`src/hw/rtl/pctg_pkg.sv`:
```
// Shared constants, types and sine table builder for the pulsed complex tone generator.
package pctg_pkg;

  localparam int unsigned PHASE_BITS      = 32;
  localparam int unsigned TABLE_ADDR_BITS = 10;
  localparam int unsigned COUNT_BITS      = 24;
  localparam int unsigned SAMPLE_BITS     = 16;
  localparam int unsigned MAG_BITS        = SAMPLE_BITS - 1;
  localparam int unsigned TABLE_LEN       = 1 << TABLE_ADDR_BITS;
  localparam int unsigned CFG_IDX_BITS    = 2;
  localparam int unsigned CFG_DATA_BITS   = 32;

  // Register indexes on the configuration port
  typedef enum logic [CFG_IDX_BITS-1:0] {
    REG_PHASE_STEP    = 2'd0,
    REG_PHASE_OFFSET  = 2'd1,
    REG_PULSE_LENGTH  = 2'd2,
    REG_PERIOD_LENGTH = 2'd3
  } reg_idx_e;

  // Live configuration, with the last index of the effective period precomputed
  typedef struct packed {
    logic [PHASE_BITS-1:0] phase_step;
    logic [PHASE_BITS-1:0] phase_offset;
    logic [COUNT_BITS-1:0] pulse_length;
    logic [COUNT_BITS-1:0] last_index;
  } cfg_t;

  // Table addresses for one sample
  typedef struct packed {
    logic [TABLE_ADDR_BITS-1:0] addr_sin;
    logic [TABLE_ADDR_BITS-1:0] addr_cos;
  } lookup_addr_t;

  // Flags that travel alongside the table read
  typedef struct packed {
    logic in_pulse;
    logic last;
    logic neg_sin;
    logic neg_cos;
  } lookup_tag_t;

  typedef logic [MAG_BITS-1:0] mag_t;
  typedef mag_t table_t [TABLE_LEN];

  localparam logic [63:0] Q62_ONE   = 64'd1 << 62;
  localparam logic [63:0] PI_Q62    = 64'hC90FDAA22168C234;
  localparam logic [63:0] AMPLITUDE = (64'd1 << (SAMPLE_BITS - 1)) - 64'd1;

  // Taylor series divisors (2n)(2n+1) for n = 1 .. 12
  localparam logic [63:0] HORNER_DIV [12] = '{
    64'd6, 64'd20, 64'd42, 64'd72, 64'd110, 64'd156,
    64'd210, 64'd272, 64'd342, 64'd420, 64'd506, 64'd600
  };

  // Full 128-bit product shifted right, low 64 bits kept
  function automatic logic [63:0] mul_shr(logic [63:0] a, logic [63:0] b, int unsigned sh);
    logic [127:0] p;
    p = {64'd0, a} * {64'd0, b};
    p = p >> sh;
    return p[63:0];
  endfunction

  // One quarter-wave entry, sine at the centre of bin k in Q62 scaled to the amplitude, rounded half up
  function automatic mag_t table_entry(int unsigned k);
    logic [63:0] x;
    logic [63:0] x2;
    logic [63:0] t;
    logic [63:0] r;
    x  = mul_shr(PI_Q62, 64'(2 * k + 1), TABLE_ADDR_BITS + 2);
    x2 = mul_shr(x, x, 62);
    t  = Q62_ONE;
    for (int n = 12; n >= 1; n--) begin
      t = Q62_ONE - (mul_shr(x2, t, 62) / HORNER_DIV[n-1]);
    end
    t = mul_shr(x, t, 62);
    r = (mul_shr(t, AMPLITUDE, 61) + 64'd1) >> 1;
    return r[MAG_BITS-1:0];
  endfunction

  function automatic table_t build_table();
    table_t tbl;
    for (int k = 0; k < TABLE_LEN; k++) begin
      tbl[k] = table_entry(k);
    end
    return tbl;
  endfunction

  localparam table_t SINE_TABLE = build_table();

  // Last sample index of the effective period: max(period, pulse, 1) - 1
  function automatic logic [COUNT_BITS-1:0] eff_last(logic [COUNT_BITS-1:0] pulse,
                                                     logic [COUNT_BITS-1:0] period);
    logic [COUNT_BITS-1:0] m;
    m = (period < pulse) ? pulse : period;
    return (m == '0) ? '0 : m - COUNT_BITS'(1);
  endfunction

endpackage

```
`src/hw/rtl/pctg_if.sv`:
```


interface pctg_cfg_if;
  logic                               valid;
  logic                               ready;
  logic [pctg_pkg::CFG_IDX_BITS-1:0]  index;
  logic [pctg_pkg::CFG_DATA_BITS-1:0] data;
  modport source (output valid, output index, output data, input ready);
  modport sink   (input valid, input index, input data, output ready);
endinterface

```
`src/hw/rtl/pctg_cfg.sv`:
```
// Configuration registers and the precomputed period end.
module pctg_cfg (
  input  logic             clk_i,
  input  logic             rst_ni,
  pctg_cfg_if.sink         cfg_i,
  output pctg_pkg::cfg_t   cfg_o
);
  import pctg_pkg::*;

  logic [PHASE_BITS-1:0] step_q, offset_q;
  logic [COUNT_BITS-1:0] pulse_q, period_q, last_q;
  logic [COUNT_BITS-1:0] wlen;
  logic                  wr;

  assign cfg_i.ready = 1'b1;
  assign wr          = cfg_i.valid && cfg_i.ready;
  assign wlen        = cfg_i.data[COUNT_BITS-1:0];

  // Take a register word, refresh the period end on length writes
  always_ff @(posedge clk_i or negedge rst_ni) begin
    if (!rst_ni) begin
      step_q   <= '0;
      offset_q <= '0;
      pulse_q  <= COUNT_BITS'(1);
      period_q <= '0;
      last_q   <= '0;
    end else if (wr) begin
      unique case (reg_idx_e'(cfg_i.index))
        REG_PHASE_STEP:    step_q   <= cfg_i.data[PHASE_BITS-1:0];
        REG_PHASE_OFFSET:  offset_q <= cfg_i.data[PHASE_BITS-1:0];
        REG_PULSE_LENGTH: begin
          pulse_q <= wlen;
          last_q  <= eff_last(wlen, period_q);
        end
        REG_PERIOD_LENGTH: begin
          period_q <= wlen;
          last_q   <= eff_last(pulse_q, wlen);
        end
        default: ;
      endcase
    end
  end

  assign cfg_o.phase_step   = step_q;
  assign cfg_o.phase_offset = offset_q;
  assign cfg_o.pulse_length = pulse_q;
  assign cfg_o.last_index   = last_q;

endmodule

```
`src/flat_wrapper.sv`:
```
// flat-port wrapper written by rule: the top's interface ports become plain ports
module pctg_cfg_flat import pctg_pkg::*;
  (clk_i, rst_ni, cfg_o, cfg_i_valid, cfg_i_index, cfg_i_data, cfg_i_ready);
  pctg_cfg_if cfg_i_i ();
  input  logic clk_i;
  input  logic rst_ni;
  output pctg_pkg::cfg_t cfg_o;
  input wire logic [$bits(cfg_i_i.valid)-1:0] cfg_i_valid;
  input wire logic [$bits(cfg_i_i.index)-1:0] cfg_i_index;
  input wire logic [$bits(cfg_i_i.data)-1:0] cfg_i_data;
  output wire logic [$bits(cfg_i_i.ready)-1:0] cfg_i_ready;
  assign cfg_i_i.valid = cfg_i_valid;
  assign cfg_i_i.index = cfg_i_index;
  assign cfg_i_i.data = cfg_i_data;
  assign cfg_i_ready = cfg_i_i.ready;
  pctg_cfg u_core (.clk_i(clk_i), .rst_ni(rst_ni), .cfg_i(cfg_i_i), .cfg_o(cfg_o));
endmodule
```
`config.mk`:
```
export PLATFORM = sky130hd
export DESIGN_NAME = pctg_cfg_flat
export DESIGN_NICKNAME = d
export VERILOG_FILES = /design/src/hw/rtl/pctg_pkg.sv /design/src/hw/rtl/pctg_if.sv /design/src/hw/rtl/pctg_cfg.sv /design/src/flat_wrapper.sv
export SDC_FILE = /design/constraint.sdc
export NUM_CORES = 1
export LEC_CHECK = 0
export BUFFER_PORTS_ARGS = -buffer_cell sky130_fd_sc_hd__buf_4
export CORE_ASPECT_RATIO = 1.75
export CORE_UTILIZATION = 51
export DETAILED_ROUTE_END_ITERATION = 6
export PLACE_DENSITY = 0.86
export SYNTH_ARGS = -nofsm -noshare
export SYNTH_HDL_FRONTEND = slang
export SYNTH_SLANG_ARGS = --single-unit
```
`constraint.sdc`:
```
create_clock -name clk_i -period 3.8 [get_ports clk_i]
set_clock_uncertainty 0.15 [all_clocks]
set_input_delay 0.19 -clock clk_i [delete_from_list [all_inputs] [get_ports clk_i]]
set_output_delay 0.19 -clock clk_i [all_outputs]
set_load 0.01 [all_outputs]
```
# Word-level counts from Yosys, hierarchy flattened
# Cells that the tools add are included.
[classes] n_reduce_logical=9 n_addsub=2 mux=5 n_lt_le_gt_ge=2 n_eq_ne=3
[op_table] cell="24-bit two-way mux" count=4
[op_table] cell="24-bit logical NOT" count=2
[op_table] cell="24-bit less-than comparator" count=2
[op_table] cell="24-bit one-hot mux with 2 select lines" count=1
[op_table] cell="24-bit by 1-bit subtractor with 24-bit output, second input constant" count=2
[op_table] cell="2-bit AND reduction" count=5
[op_table] cell="2-bit equality test, second input constant" count=2
[op_table] cell="2-bit by 1-bit equality test with 1-bit output, second input constant" count=1
[op_table] cell="2-bit logical NOT" count=1
[op_table] cell="2-bit nonzero test" count=1
[totals] regBits=136 input_bits=37 elab_cells=26 out_inout_bits=113

# Logic depth before layout (Yosys ltp)
# Gate-level depths: netlist (run 1).
[depth] ltp_word=5 ltp_mapped=18 mapped_depth_nobuf=15

# Least setup slack after synthesis (run 1)
# No wires, ideal clock.
[synth_timing] path_kind="register -> register" start="register u_core.pulse_q[21]" end="register u_core.last_q[0]" period_less_slack_ns=3.914 slack_ns=-0.114 path_stages_with_launch=19 required_time_ns=3.499 arrival_time_ns=3.613 path_buffers=3 path_cell_list="dfrtp_1 -> inv_1 -> ha_1 -> a21o_1 -> a21o_1 -> a21oi_1 -> o21ai_0 -> a21oi_1 -> buf_2 -> buf_2 -> nor2_1 -> a21oi_1 -> ha_1 -> nand4_1 -> o311ai_1 -> mux2i_2 -> buf_6 -> nand2_1 -> a41oi_1"
[synth_via] elab_chain_len=5 elab_cells_between_ends=6
[synth_lines] item="start, declared" line="pctg_cfg.sv:11" text="logic [COUNT_BITS-1:0] pulse_q, period_q, last_q;"
[synth_lines] item="start signal, assigned" line="pctg_cfg.sv:32" text="pulse_q <= wlen;"
[synth_lines] item="24-bit less-than comparator" line="pctg_pkg.sv:95" text="m = (period < pulse) ? pulse : period;"
[synth_lines] item="24-bit two-way mux (*)" line="pctg_pkg.sv:95"
[synth_lines] item="24-bit by 1-bit subtractor with 24-bit output / 24-bit logical NOT (equally long branches)" line="pctg_pkg.sv:96" text="return (m == '0) ? '0 : m - COUNT_BITS'(1);"
[synth_lines] item="24-bit two-way mux (*)" line="pctg_pkg.sv:96"
[synth_lines] item="24-bit one-hot mux with 2 select lines (*)" line="pctg_cfg.sv:28" text="unique case (reg_idx_e'(cfg_i.index))"
[synth_lines] item="end signal, assigned" line="pctg_cfg.sv:33" text="last_q <= eff_last(wlen, period_q);"
[synth_lines] item="end signal, assigned" line="pctg_cfg.sv:37" text="last_q <= eff_last(pulse_q, wlen);"
[synth_lines] item="end, declared" line="pctg_cfg.sv:11"
# Mark *: on every way between the ends. The rest lies on a longest branch, timed or not.
# A chain may end at the register's enable or synchronous reset.

# Final worst setup path (run 1)
[layout_timing] start="input port cfg_i_data[18]" end="register u_core.last_q[6]"
[layout_via] elab_chain_len=5 elab_cells_between_ends=11
[layout_lines] item="start, declared" line="flat_wrapper.sv:10" text="input wire logic [$bits(cfg_i_i.data)-1:0] cfg_i_data;"
[layout_lines] item="24-bit less-than comparator" line="pctg_pkg.sv:95"
[layout_lines] item="24-bit two-way mux" line="pctg_pkg.sv:95"
[layout_lines] item="24-bit by 1-bit subtractor with 24-bit output / 24-bit logical NOT (equally long branches)" line="pctg_pkg.sv:96"
[layout_lines] item="24-bit two-way mux" line="pctg_pkg.sv:96"
[layout_lines] item="24-bit one-hot mux with 2 select lines (*)" line="pctg_cfg.sv:28"
# Marks and branches as above.

==> results of run 1 <==
## report_power, final
part	switching, uW	total [uW]	leakage (uW)	internal [uW]
sequential	257	1980	0.00165	1720
clock	741	1760	0.000303	1020
combinational	959	1770	0.00293	809
total	1960	5500	0.00488	3550
## flip-flops by register name, summed over array words and instances, names as in the netlist
name / flops
u_core.offset_q: 32
u_core.pulse_q: 24
u_core.period_q: 24
u_core.last_q: 24
u_core.step_q: 32
## tightest hold or removal path, stage by stage
cell,delay [ps]
buf_4,120
inv_2,90
o21ai_0,160
## layout by cell type, fill, tap and decap left out, drive strengths merged, types with 9 or more instances in the layout
master,synthesis,final
buf,13,194
ha,48,48
inv,47,53
nor4,9,9
nand2,128,128
a21oi,35,35
clkbuf,29,18
o21ai,89,89
nand4,10,10
nor2,74,74
mux2i,18,18
xnor2,32,32
or3,12,12
mux2,43,43
a41oi,11,11
dlygate4sd3,0,32
nor3,24,24
dfrtp,135,135
nand3,15,15
## layout make-up
type | instances | share of cell area
Tap cell | 186 | 0.02209
Sequential cell | 136 | 0.3234
Multi-Input combinational cell | 632 | 0.4059
Clock buffer | 18 | 0.04169
Clock inverter | 14 | 0.01746
Inverter | 47 | 0.01675
Timing Repair Buffer | 228 | 0.1727
## worst min path at each step
| stage | from | to | cells past startpoint |
|---|---|---|---|
| floorplan | rst_ni | u_core.last_q[0]$_DFFE_PN0P_ | 0 |
| global placement | rst_ni | u_core.last_q[14]$_DFFE_PN0P_ | 1 |
| detailed placement | rst_ni | u_core.last_q[12]$_DFFE_PN0P_ | 1 |
| CTS | cfg_i_data[21] | u_core.pulse_q[21]$_DFFE_PN0P_ | 3 |
| global route | cfg_i_data[21] | u_core.pulse_q[21]$_DFFE_PN0P_ | 3 |
| finish | cfg_i_data[21] | u_core.pulse_q[21]$_DFFE_PN0P_ | 3 |
## routing by layer
metal	part of all wire	routed length [um]
met5	0.0010	30
met4	0.11	3137
met3	0.080	2324
met2	0.49	14300
met1	0.32	9150
## through the flow
step | hold WS (ps) | util
floorplan | -255.6 | -
global placement | 209.4 | 0.6154
detailed placement | 215.6 | 0.6154
finish | 12.98 | 0.6879
global route | 51.00 | 0.6879
CTS | 4.455 | 0.6781
## what timing repair did
item | in CTS | in global routing
setup endpoints to repair | 1 | 24
pin swaps | 0 | 11
gates cloned | 0 | 1
hold endpoints to repair | 146 | 0
hold buffers | 33 | 0
setup buffers | 0 | 4
gates resized for setup | 2 | 25
## cells by family after synthesis
logic type | after synthesis | share of synthesized area
AO/OA/AOI/OAI | 186 | 0.1409
XOR/XNOR | 40 | 0.04512
adder cells (fa/ha/maj) | 48 | 0.07572
buffers and inverters | 89 | 0.04748
flip-flops | 136 | 0.4292
multiplexers | 61 | 0.08471
other | 1 | 0.0004728
AND/OR/NAND/NOR | 296 | 0.1764
==> impl_metrics.toml, run 1 <==
[worst_setup_path]
slowest_delay_ps = 540
critPathArrivalTime_ps = 3910
crit_required_ps = 3940
crit_top_cell = "buf_4"
crit_chain = "dlygate4sd3_1 > buf_4 > inv_1 > ha_1 > nand4_1 > nor2_1 > nand3_1 > a211oi_2 > nor3_4 > mux2i_1 > ha_2 > nor4b_2 > nand2_1 > o31ai_4 > buf_6 > buf_4 > a211oi_1 > a21oi_1 > a31oi_1"
cp_top_family = "buffers and inverters"
reg2regPathDepth = 16
rr_endpoint = "u_core.last_q[6]$_DFFE_PN0P_"
r2r-start = "u_core.period_q[14]$_DFFE_PN0P_"
path_class = "input pin to register"
ff2ff_setup_slack_ps = 40
critPathSlowestCell = "dlygate4sd3_1"
cp_num_cells = 19
crit_fanout = 6
crit_path_end = "u_core.last_q[6]$_DFFE_PN0P_"
crit_buf_inv = 5
critPathLaunchType = "input pin"
crit_path_end_kind = "register"
crit_start = "cfg_i_data[18]"

[clock_network]
htree_num_levels = 4
clock_sinks = 136
cts-root-to-sink-buffers = 2
clk_pin_slew_worst_paths_ps = 70
cts_root_buf = "clkbuf_16"
numCtsBuffers = 17
tritoncts = "done"
clk_latency_ps = 440

[yosys]
avgSynthCellArea_um2 = 9.255
yosysUniqueCellTypes = 66
syn-instance-count = 857
synthArstFlopShare = 1.000
yosys_warnings = 0
ys_ff_latch = 136
synth_most_common_cell = "dfrtp_1"
yosysTopAreaCellShare = 0.4259
syn_area_um2 = 7931
synthesis.nets = 942
synth_edf_count = 0
synth_area_leaders = "dfrtp_1 (43%), ha_1 (7.6%), mux2_2 (6.1%), nand2_1 (6.0%), o21ai_0 (5.6%)"
yosysSeqAreaShare = 0.4292
synth_commonest_cells = "dfrtp_1 (135), nand2_1 (127), o21ai_0 (88)"
yosysTopAreaCell = "dfrtp_1"
synthFlopType = "dfrtp_1"

[place]
io_buffers = 148
dp.cells = 1191
dp_hpwl_um = 19390
place_congestion = 0.9745
dpl_cell_area_um2 = 9424
place_ws_ps = 52.16

[grt]
overflow = 0
antenna_found_initial = 2
grt_pass1_wl_um = 43880
use_met3 = 0.09315
grt_util_met1 = 0.3824
grt_max_degree = 102
track_usage = 0.3762
met2_usage = 0.6176
gr-max-usage-layer = "met2"
grt_pass1_vias = 8062

[timing]
setup_viol = 0
fmax_ghz = 0.2656
setup_slack_ps = 35.45
worstMarginPinSlew_ps = 966.6
finalCriticalPeriod_ps = 3765
hold_violations = 0
slew_viol_final = 0
min_period_over_period = 0.9907
fin_setup_tns_ps = 0
slew-limit-headroom = 0.3556

[power_and_ir_drop]
ir_drop_mv = 0.3449
p_leak_uw = 0.004883
p_total_uw = 5503
powerDensity_nw_per_um2 = 522.3

[finish]
areaGrowthSynthToFinish_pct = 32.83
final_area_um2 = 10540
register_area_um2 = 3407
antenna_cells = 0
final_cells = 1261
multiInputGateArea_um2 = 4277
num-fill-cells = 1099
finalNetCount = 1147
layout-drive-gt1-share = 0.2921

[route]
wl_per_cell_um = 22.95
drtAntennaViolNets = 0
drt_wl_total_um = 28940
dr.pass1.iters = 7
vias = 7867
vias_per_cell = 6.239
drc_errors = 0
first_iter_violations = 722

[floorplanning]
core_um2 = 15310
row_count = 60
die_y_um = 167.0
io_pins = 150
initial_utilization = 0.5179
die_x_um = 96.27
die_area_um2 = 16070

[run]
maxCapViolCount = 0

[hold_path]
hp-class = "input pin to register"

[outcome]
status = "completed"
(Power assumes the default switching activity.)
==> run 2: changes to the inputs <==
Settings changed: CORE_MARGIN set to 3, RECOVER_POWER set to 25.
==> run 2 against run 1 <==
The flow now finishes with violations (design-rule violations, max-capacitance violations, max-slew violations, negative setup slack). Clock-buffer cell count stayed put. Maximum frequency is 1.3% lower. Final cell count increased by 0.24%. Flip-flop and latch count is the same. Worst hold slack improved by 87 ps. Critical path depth decreased by 4. Combinational power about the same. Critical path type is now register to register.
==> impl_metrics.toml, run 2 (synthesis results as in run 1) <==
[timing]
slew_viol_final = 184
setup_viol = 1
setup_slack_ps = -15.45
fmax_ghz = 0.2621
hold_violations = 0
slew-limit-headroom = -0.6393
finalCriticalPeriod_ps = 3815
min_period_over_period = 1.004
hold_ws_ps = 99.63
worstMarginPinSlew_ps = 2459

[grt]
use_met3 = 0.06732
grt_max_degree = 95
antenna_found_initial = 0
met2_usage = 0.5670
grt_pass1_vias = 7988
overflow = 0
gr-max-usage-layer = "met2"
track_usage = 0.3276
grt_util_met1 = 0.3263
grt_pass1_wl_um = 42610

[floorplanning]
die_area_um2 = 17140
io_pins = 150
initial_utilization = 0.5267
die_x_um = 100.3
row_count = 59
die_y_um = 171.0
core_um2 = 15060

[finish]
areaGrowthSynthToFinish_pct = 33.48
mostFrequentLayoutCells = "buf_4 (192), dfrtp_1 (133), nand2_1 (126)"
antenna_cells = 0
utilization = 0.7030
register_area_um2 = 3407
reg.largest.list = "u_core.offset_q: 32 flops, u_core.step_q: 32 flops"
multiInputGateArea_um2 = 4312
layout-drive-gt1-share = 0.2969
final_cells = 1264
layout_commonest_cell = "buf_4"
num-fill-cells = 1069
finalNetCount = 1153

[worst_setup_path]
crit_required_ps = 3930
crit_fanout = 7
critPathSlowestCell = "dfrtp_2"
critPathArrivalTime_ps = 3940
slowest_delay_ps = 450
path_class = "register to register"
crit_path_end_kind = "register"
crit_chain = "inv_1 > ha_1 > a211oi_1 > nor2_1 > nor3_2 > o21ai_2 > a21oi_4 > mux2i_2 > ha_1 > nand4_1 > o311ai_2 > buf_4 > nor2_1 > a211oi_2 > o22ai_1"
r2r-start = "u_core.pulse_q[5]$_DFFE_PN0P_"
critPathLaunchType = "register"
crit_start = "u_core.pulse_q[5]$_DFFE_PN0P_"

[route]
vias = 7914
vias_per_cell = 6.261
wl_per_cell_um = 22.37
drc_errors = 1
drtAntennaViolNets = 0
drt_wl_total_um = 28270
first_iter_violations = 677
dr.pass1.iters = 7

[clock_network]
htree_num_levels = 4
cts_root_buf = "clkbuf_16"
numCtsBuffers = 17
tritoncts = "done"
cts-root-to-sink-buffers = 2
clk_pin_slew_worst_paths_ps = 70
clk_latency_ps = 440
clock_sinks = 136

[place]
dp.cells = 1191
dp_hpwl_um = 19720
io_buffers = 148
place_ws_ps = -22.23
place_congestion = 1.001

[power_and_ir_drop]
p_leak_uw = 0.004882
pwr-share-seq = 0.354
switchingPower_uw = 1955
p_total_uw = 5512
ir_drop_mv = 0.3149
intPower_uw = 3557
clkPwrFrac = 0.319
swShare = 0.3547
combinationalPowerShare = 0.327
powerDensity_nw_per_um2 = 520.7

[outcome]
violations = "design-rule violations, max-capacitance violations, max-slew violations, negative setup slack"
status = "complete, but fails checks"

[hold_path]
min_from = "cfg_i_data[9]"
hp-class = "input pin to register"

[run]
maxCapViolCount = 3
## run 2: cell types whose count changed in the layout (fill, tap and decap cells not counted), moves of 2 or more
cell and change:
buf_4 +3, clkbuf_1 +3, clkinv_4 -3, clkinvlp_4 +2, inv_1 -2, inv_6 +3, o311ai_2 +2
## run 2: power groups by stage
stage	combinational (uW)	sequential [uW]	clock, uW
after floorplan	748	2040	0
after global placement	1620	1950	0
after detailed placement	1660	1960	0
after CTS	1710	1940	1750
after global routing	1940	1980	1820
final	1800	1950	1760
## run 2: what timing repair did
| action | CTS | global route |
|---|---|---|
| setup endpoints to repair | 1 | 24 |
| buffers inserted | 0 | 7 |
| hold endpoints to repair | 134 | 0 |
| pin swaps | 0 | 11 |
| gates cloned | 0 | 1 |
| hold buffers | 33 | 0 |
| resized for setup | 1 | 33 |
## run 2: critical path, delay by kind of cell, from the launching register on
family | cells | cell delay [ps]
fa+ha+maj | 2 | 500
compound gates | 6 | 1530
mux | 1 | 270
flops | 1 | 450
simple gates | 4 | 440
buf+inv | 2 | 310
## run 2: area by class of cell
class	count	share of cell area
clock buffers	18	0.04148
clock inverters	14	0.01655
inverters	47	0.01702
multi-input cells	632	0.4073
flip-flops and latches	136	0.3218
well taps	183	0.02163
repair buffers	234	0.1742
## run 2: through the flow
| stage | cell area (um^2) | setup TNS, ps |
|---|---|---|
| floorplan | 7939 | 0 |
| global placement | 9443 | 0 |
| detailed placement | 9443 | -22.23 |
| CTS | 10390 | 0 |
| global route | 10590 | -969.9 |
| finish | 10590 | -15.45 |
## run 2: final timing paths
check	end	slack [ps]	depth (start not counted)
setup / recovery	u_core.last_q[17]$_DFFE_PN0P_	-20	15
hold / removal	u_core.offset_q[9]$_DFFE_PN0P_	100	4
setup reg to reg	u_core.last_q[17]$_DFFE_PN0P_	-20	15
hold reg to reg	u_core.offset_q[8]$_DFFE_PN0P_	330	2
max in group asynchronous	u_core.pulse_q[5]$_DFFE_PN0P_	980	2
min in group asynchronous	u_core.last_q[7]$_DFFE_PN0P_	890	2
## run 2: routing by layer
layer / wire length [um] / part of all wire
met1: 8828 / 0.31
met4: 2921 / 0.10
met3: 2124 / 0.075
met2: 14400 / 0.51
met5: 0 / 0
==> run 3: changes to the inputs <==
--- a/config.mk
+++ b/config.mk
@@ -6,10 +6,11 @@
 export NUM_CORES = 1
 export LEC_CHECK = 0
+export ABC_AREA = 1
 export BUFFER_PORTS_ARGS = -buffer_cell sky130_fd_sc_hd__buf_4
 export CORE_ASPECT_RATIO = 1.75
 export CORE_MARGIN = 3
-export CORE_UTILIZATION = 51
+export CORE_UTILIZATION = 52
 export DETAILED_ROUTE_END_ITERATION = 6
-export PLACE_DENSITY = 0.86
+export PLACE_DENSITY = 0.87
 export RECOVER_POWER = 25
 export SYNTH_ARGS = -nofsm -noshare
==> constraint.sdc (replaced) <==
create_clock -name clk_i -period 3.8 [get_ports clk_i]
set_clock_uncertainty 0.15 [all_clocks]
set_input_delay 0.76 -clock clk_i [delete_from_list [all_inputs] [get_ports clk_i]]
set_output_delay 0.76 -clock clk_i [all_outputs]
set_load 0.01 [all_outputs]
==> run 3 against run 2 <==
Wire length rose by 4.4%. Sequential share of layout area fell by 0.85 points. Highest routed layer unchanged. Critical endpoint is now u_core.last_q[1]$_DFFE_PN0P_. Largest power group is now combinational logic. Via count rose by 14%. Sequential power fell by 3%. The flow now finishes without violations. Largest cell class unchanged. Maximum frequency rose by 7.6%. Worst hold slack improved by 210 ps. Utilization fell by 2.8 points. Clock power fell by 2%. Synthesized area rose by 8.7%.
==> impl_metrics.toml, run 3 <==
[grt]
grt_pass1_vias = 9066
antenna_found_initial = 0
grt_pass1_wl_um = 46210
grt_max_degree = 119
overflow = 0
track_usage = 0.3327

[worst_setup_path]
critPathSlowestCell = "dfrtp_1"
path_class = "register to register"
crit_path_end_kind = "register"
critPathLaunchType = "register"
slowest_delay_ps = 450
crit_top_cell = "nand2_1"
critPathArrivalTime_ps = 3720
crit_fanout = 23
cp_top_family = "simple AND/OR/NAND/NOR gates"
crit_buf_inv = 4
crit_chain = "inv_1 > ha_1 > nand2_1 > nand2_1 > nand2_1 > nand2_1 > nand2_1 > nand2_1 > a21oi_4 > buf_4 > nand3b_1 > nand2_1 > ha_1 > inv_1 > nor2_1 > nand2_1 > nor2_1 > nand3_1 > nand2_2 > buf_4 > nor2_1 > o21ai_0 > nand2_1"
crit_required_ps = 3970

[route]
wl_per_cell_um = 17.74
first_iter_violations = 631
vias_per_cell = 5.415
drtAntennaViolNets = 0
dr.pass1.iters = 5
drc_errors = 0
vias = 9010
drt_wl_total_um = 29530

[timing]
min_period_over_period = 0.9332
hold_ws_ps = 312.1
slew-limit-headroom = 0.2866
setup_viol = 0
hold_violations = 0
finalCriticalPeriod_ps = 3546
worstMarginPinSlew_ps = 1070
slew_viol_final = 0
fmax_ghz = 0.2820
rsz0062_at_grt = "no"

[power_and_ir_drop]
switchingPower_uw = 2310
pwr-share-seq = 0.331
ir_drop_mv = 0.3795
clkPwrFrac = 0.299
powerDensity_nw_per_um2 = 529.5
intPower_uw = 3444
combinationalPowerShare = 0.370
swShare = 0.4015
p_leak_uw = 0.006006

[clock_network]
cts-root-to-sink-buffers = 2
htree_num_levels = 4
hold_buffers = 0
tritoncts = "done"
clock_sinks = 136
cts_root_buf = "clkbuf_16"
clk_pin_slew_worst_paths_ps = 80
clk_latency_ps = 440
numCtsBuffers = 17

[floorplanning]
die_x_um = 103.4
die_y_um = 176.4
initial_utilization = 0.5355
core_um2 = 16100
row_count = 61
io_pins = 150
die_area_um2 = 18230

[finish]
layout_commonest_cell = "nand2_1"
layout-drive-gt1-share = 0.1994
areaGrowthSynthToFinish_pct = 26.03
num-fill-cells = 1374
utilization = 0.6749
mostFrequentLayoutCells = "nand2_1 (512), buf_4 (206), dfrtp_1 (134)"
antenna_cells = 0
finalNetCount = 1516
reg.largest.list = "u_core.offset_q: 32 flops, u_core.step_q: 32 flops"

[yosys]
synthArstFlopShare = 1.000
ys_ff_latch = 136
synth_most_common_cell = "nand2_1"
synth_area_leaders = "dfrtp_1 (39%), nand2_1 (22%), ha_1 (7.0%), o21ai_0 (7.0%), nand3_1 (6.1%)"
synthFlopType = "dfrtp_1"
synth_edf_count = 0
yosys_warnings = 0
syn-instance-count = 1250
syn_area_um2 = 8625
yosysTopAreaCell = "dfrtp_1"
yosysSeqAreaShare = 0.3947
yosysUniqueCellTypes = 32
yosysTopAreaCellShare = 0.3917
synth_commonest_cells = "nand2_1 (513), dfrtp_1 (135), inv_1 (124)"
synthesis.nets = 1335
avgSynthCellArea_um2 = 6.900

[outcome]
status = "completed"

[hold_path]
hp-class = "input pin to async pin"

[run]
maxCapViolCount = 0

[place]
dp_hpwl_um = 22160
io_buffers = 148
place_congestion = 1.005
run 3: power by group through the flow:
| stage | clock network [uW] | registers, uW | logic, uW |
|---|---|---|---|
| global placement | 0 | 1910 | 2050 |
| detailed placement | 0 | 1920 | 2090 |
| global route | 1800 | 1930 | 2370 |
| finish | 1720 | 1900 | 2130 |
| CTS | 1730 | 1900 | 2110 |
| floorplan | 0 | 1980 | 1130 |
run 3: worst paths after layout:
path | startpoint | to | slack [ps] | cells after the start
max | u_core.pulse_q[9]$_DFFE_PN0P_ | u_core.last_q[1]$_DFFE_PN0P_ | 250 | 23
min | rst_ni | u_core.offset_q[24]$_DFFE_PN0P_ | 310 | 1
max reg2reg | u_core.pulse_q[9]$_DFFE_PN0P_ | u_core.last_q[1]$_DFFE_PN0P_ | 250 | 23
min reg2reg | u_core.last_q[14]$_DFFE_PN0P_ | u_core.last_q[14]$_DFFE_PN0P_ | 330 | 2
max in group asynchronous | rst_ni | u_core.last_q[20]$_DFFE_PN0P_ | 2290 | 2
min in group clk_i | u_core.last_q[14]$_DFFE_PN0P_ | u_core.last_q[14]$_DFFE_PN0P_ | 330 | 2
run 3: cells by family after synthesis:
kind of cell,after synthesis,share of synthesized area
AOI/OAI and AO/OA,152,0.09154
xor gates and xnor gates,1,0.001016
adders and majority gates,48,0.06964
buffers and inverters,176,0.08559
DFF,136,0.3947
other,1,0.0004348
and+or+nand+nor,736,0.3570
run 3: per-layer routing:
layer,wire (um),track usage,vias up
li1,-,-,4301
met4,2404,0.2410,0
met1,10550,0.3671,4085
met2,14570,0.5511,465
met3,2002,0.06682,159
met5,0,0,-
run 3: metrics by stage:
step / setup TNS (ps) / instance area (um^2) / setup WS, ps / std cells / total power [uW]
6_report: 0 / 10870 / 253.8 / 1664 / 5755
3_3_place_gp: -2744 / 10250 / -211.6 / 1632 / 3960
4_1_cts: 0 / 10860 / 99.59 / 1664 / 5736
2_1_floorplan: 0 / 8625 / 511.9 / 1250 / 3105
3_5_place_dp: -4769 / 10250 / -294.1 / 1632 / 4006
5_1_grt: 0 / 10870 / 16.76 / 1664 / 6097
run 3: layout make-up:
type	count	area, um^2	area share
clock inverter	15	186.4	0.01715
timing repair buffer	209	1598	0.1470
tap	220	275.3	0.02533
sequential	136	3406	0.3133
multi-input combinational	938	4494	0.4135
clock buffer	17	425.4	0.03914
inverter	129	484.2	0.04455
run 3: worst register-to-register path, stage by stage, from the launching register on:
cell      delay (ps)
dfrtp_1          450
inv_1            110
ha_1             300
nand2_1           70
nand2_1           50
nand2_1           50
nand2_1           40
nand2_1           80
nand2_1          110
a21oi_4          220
buf_4            310
nand3b_1         120
nand2_1          150
ha_1             160
inv_1             40
nor2_1            90
nand2_1           60
nor2_1           190
nand3_1          120
nand2_2           90
buf_4            130
nor2_1            40
o21ai_0          230
nand2_1           70
run 3: repair_timing:
action | in CTS | in global routing
hold endpoints to repair | 0 | 0
gates resized for setup | 0 | 3
endpoints found under the setup margin | 0 | 24
buffers inserted | 0 | 0
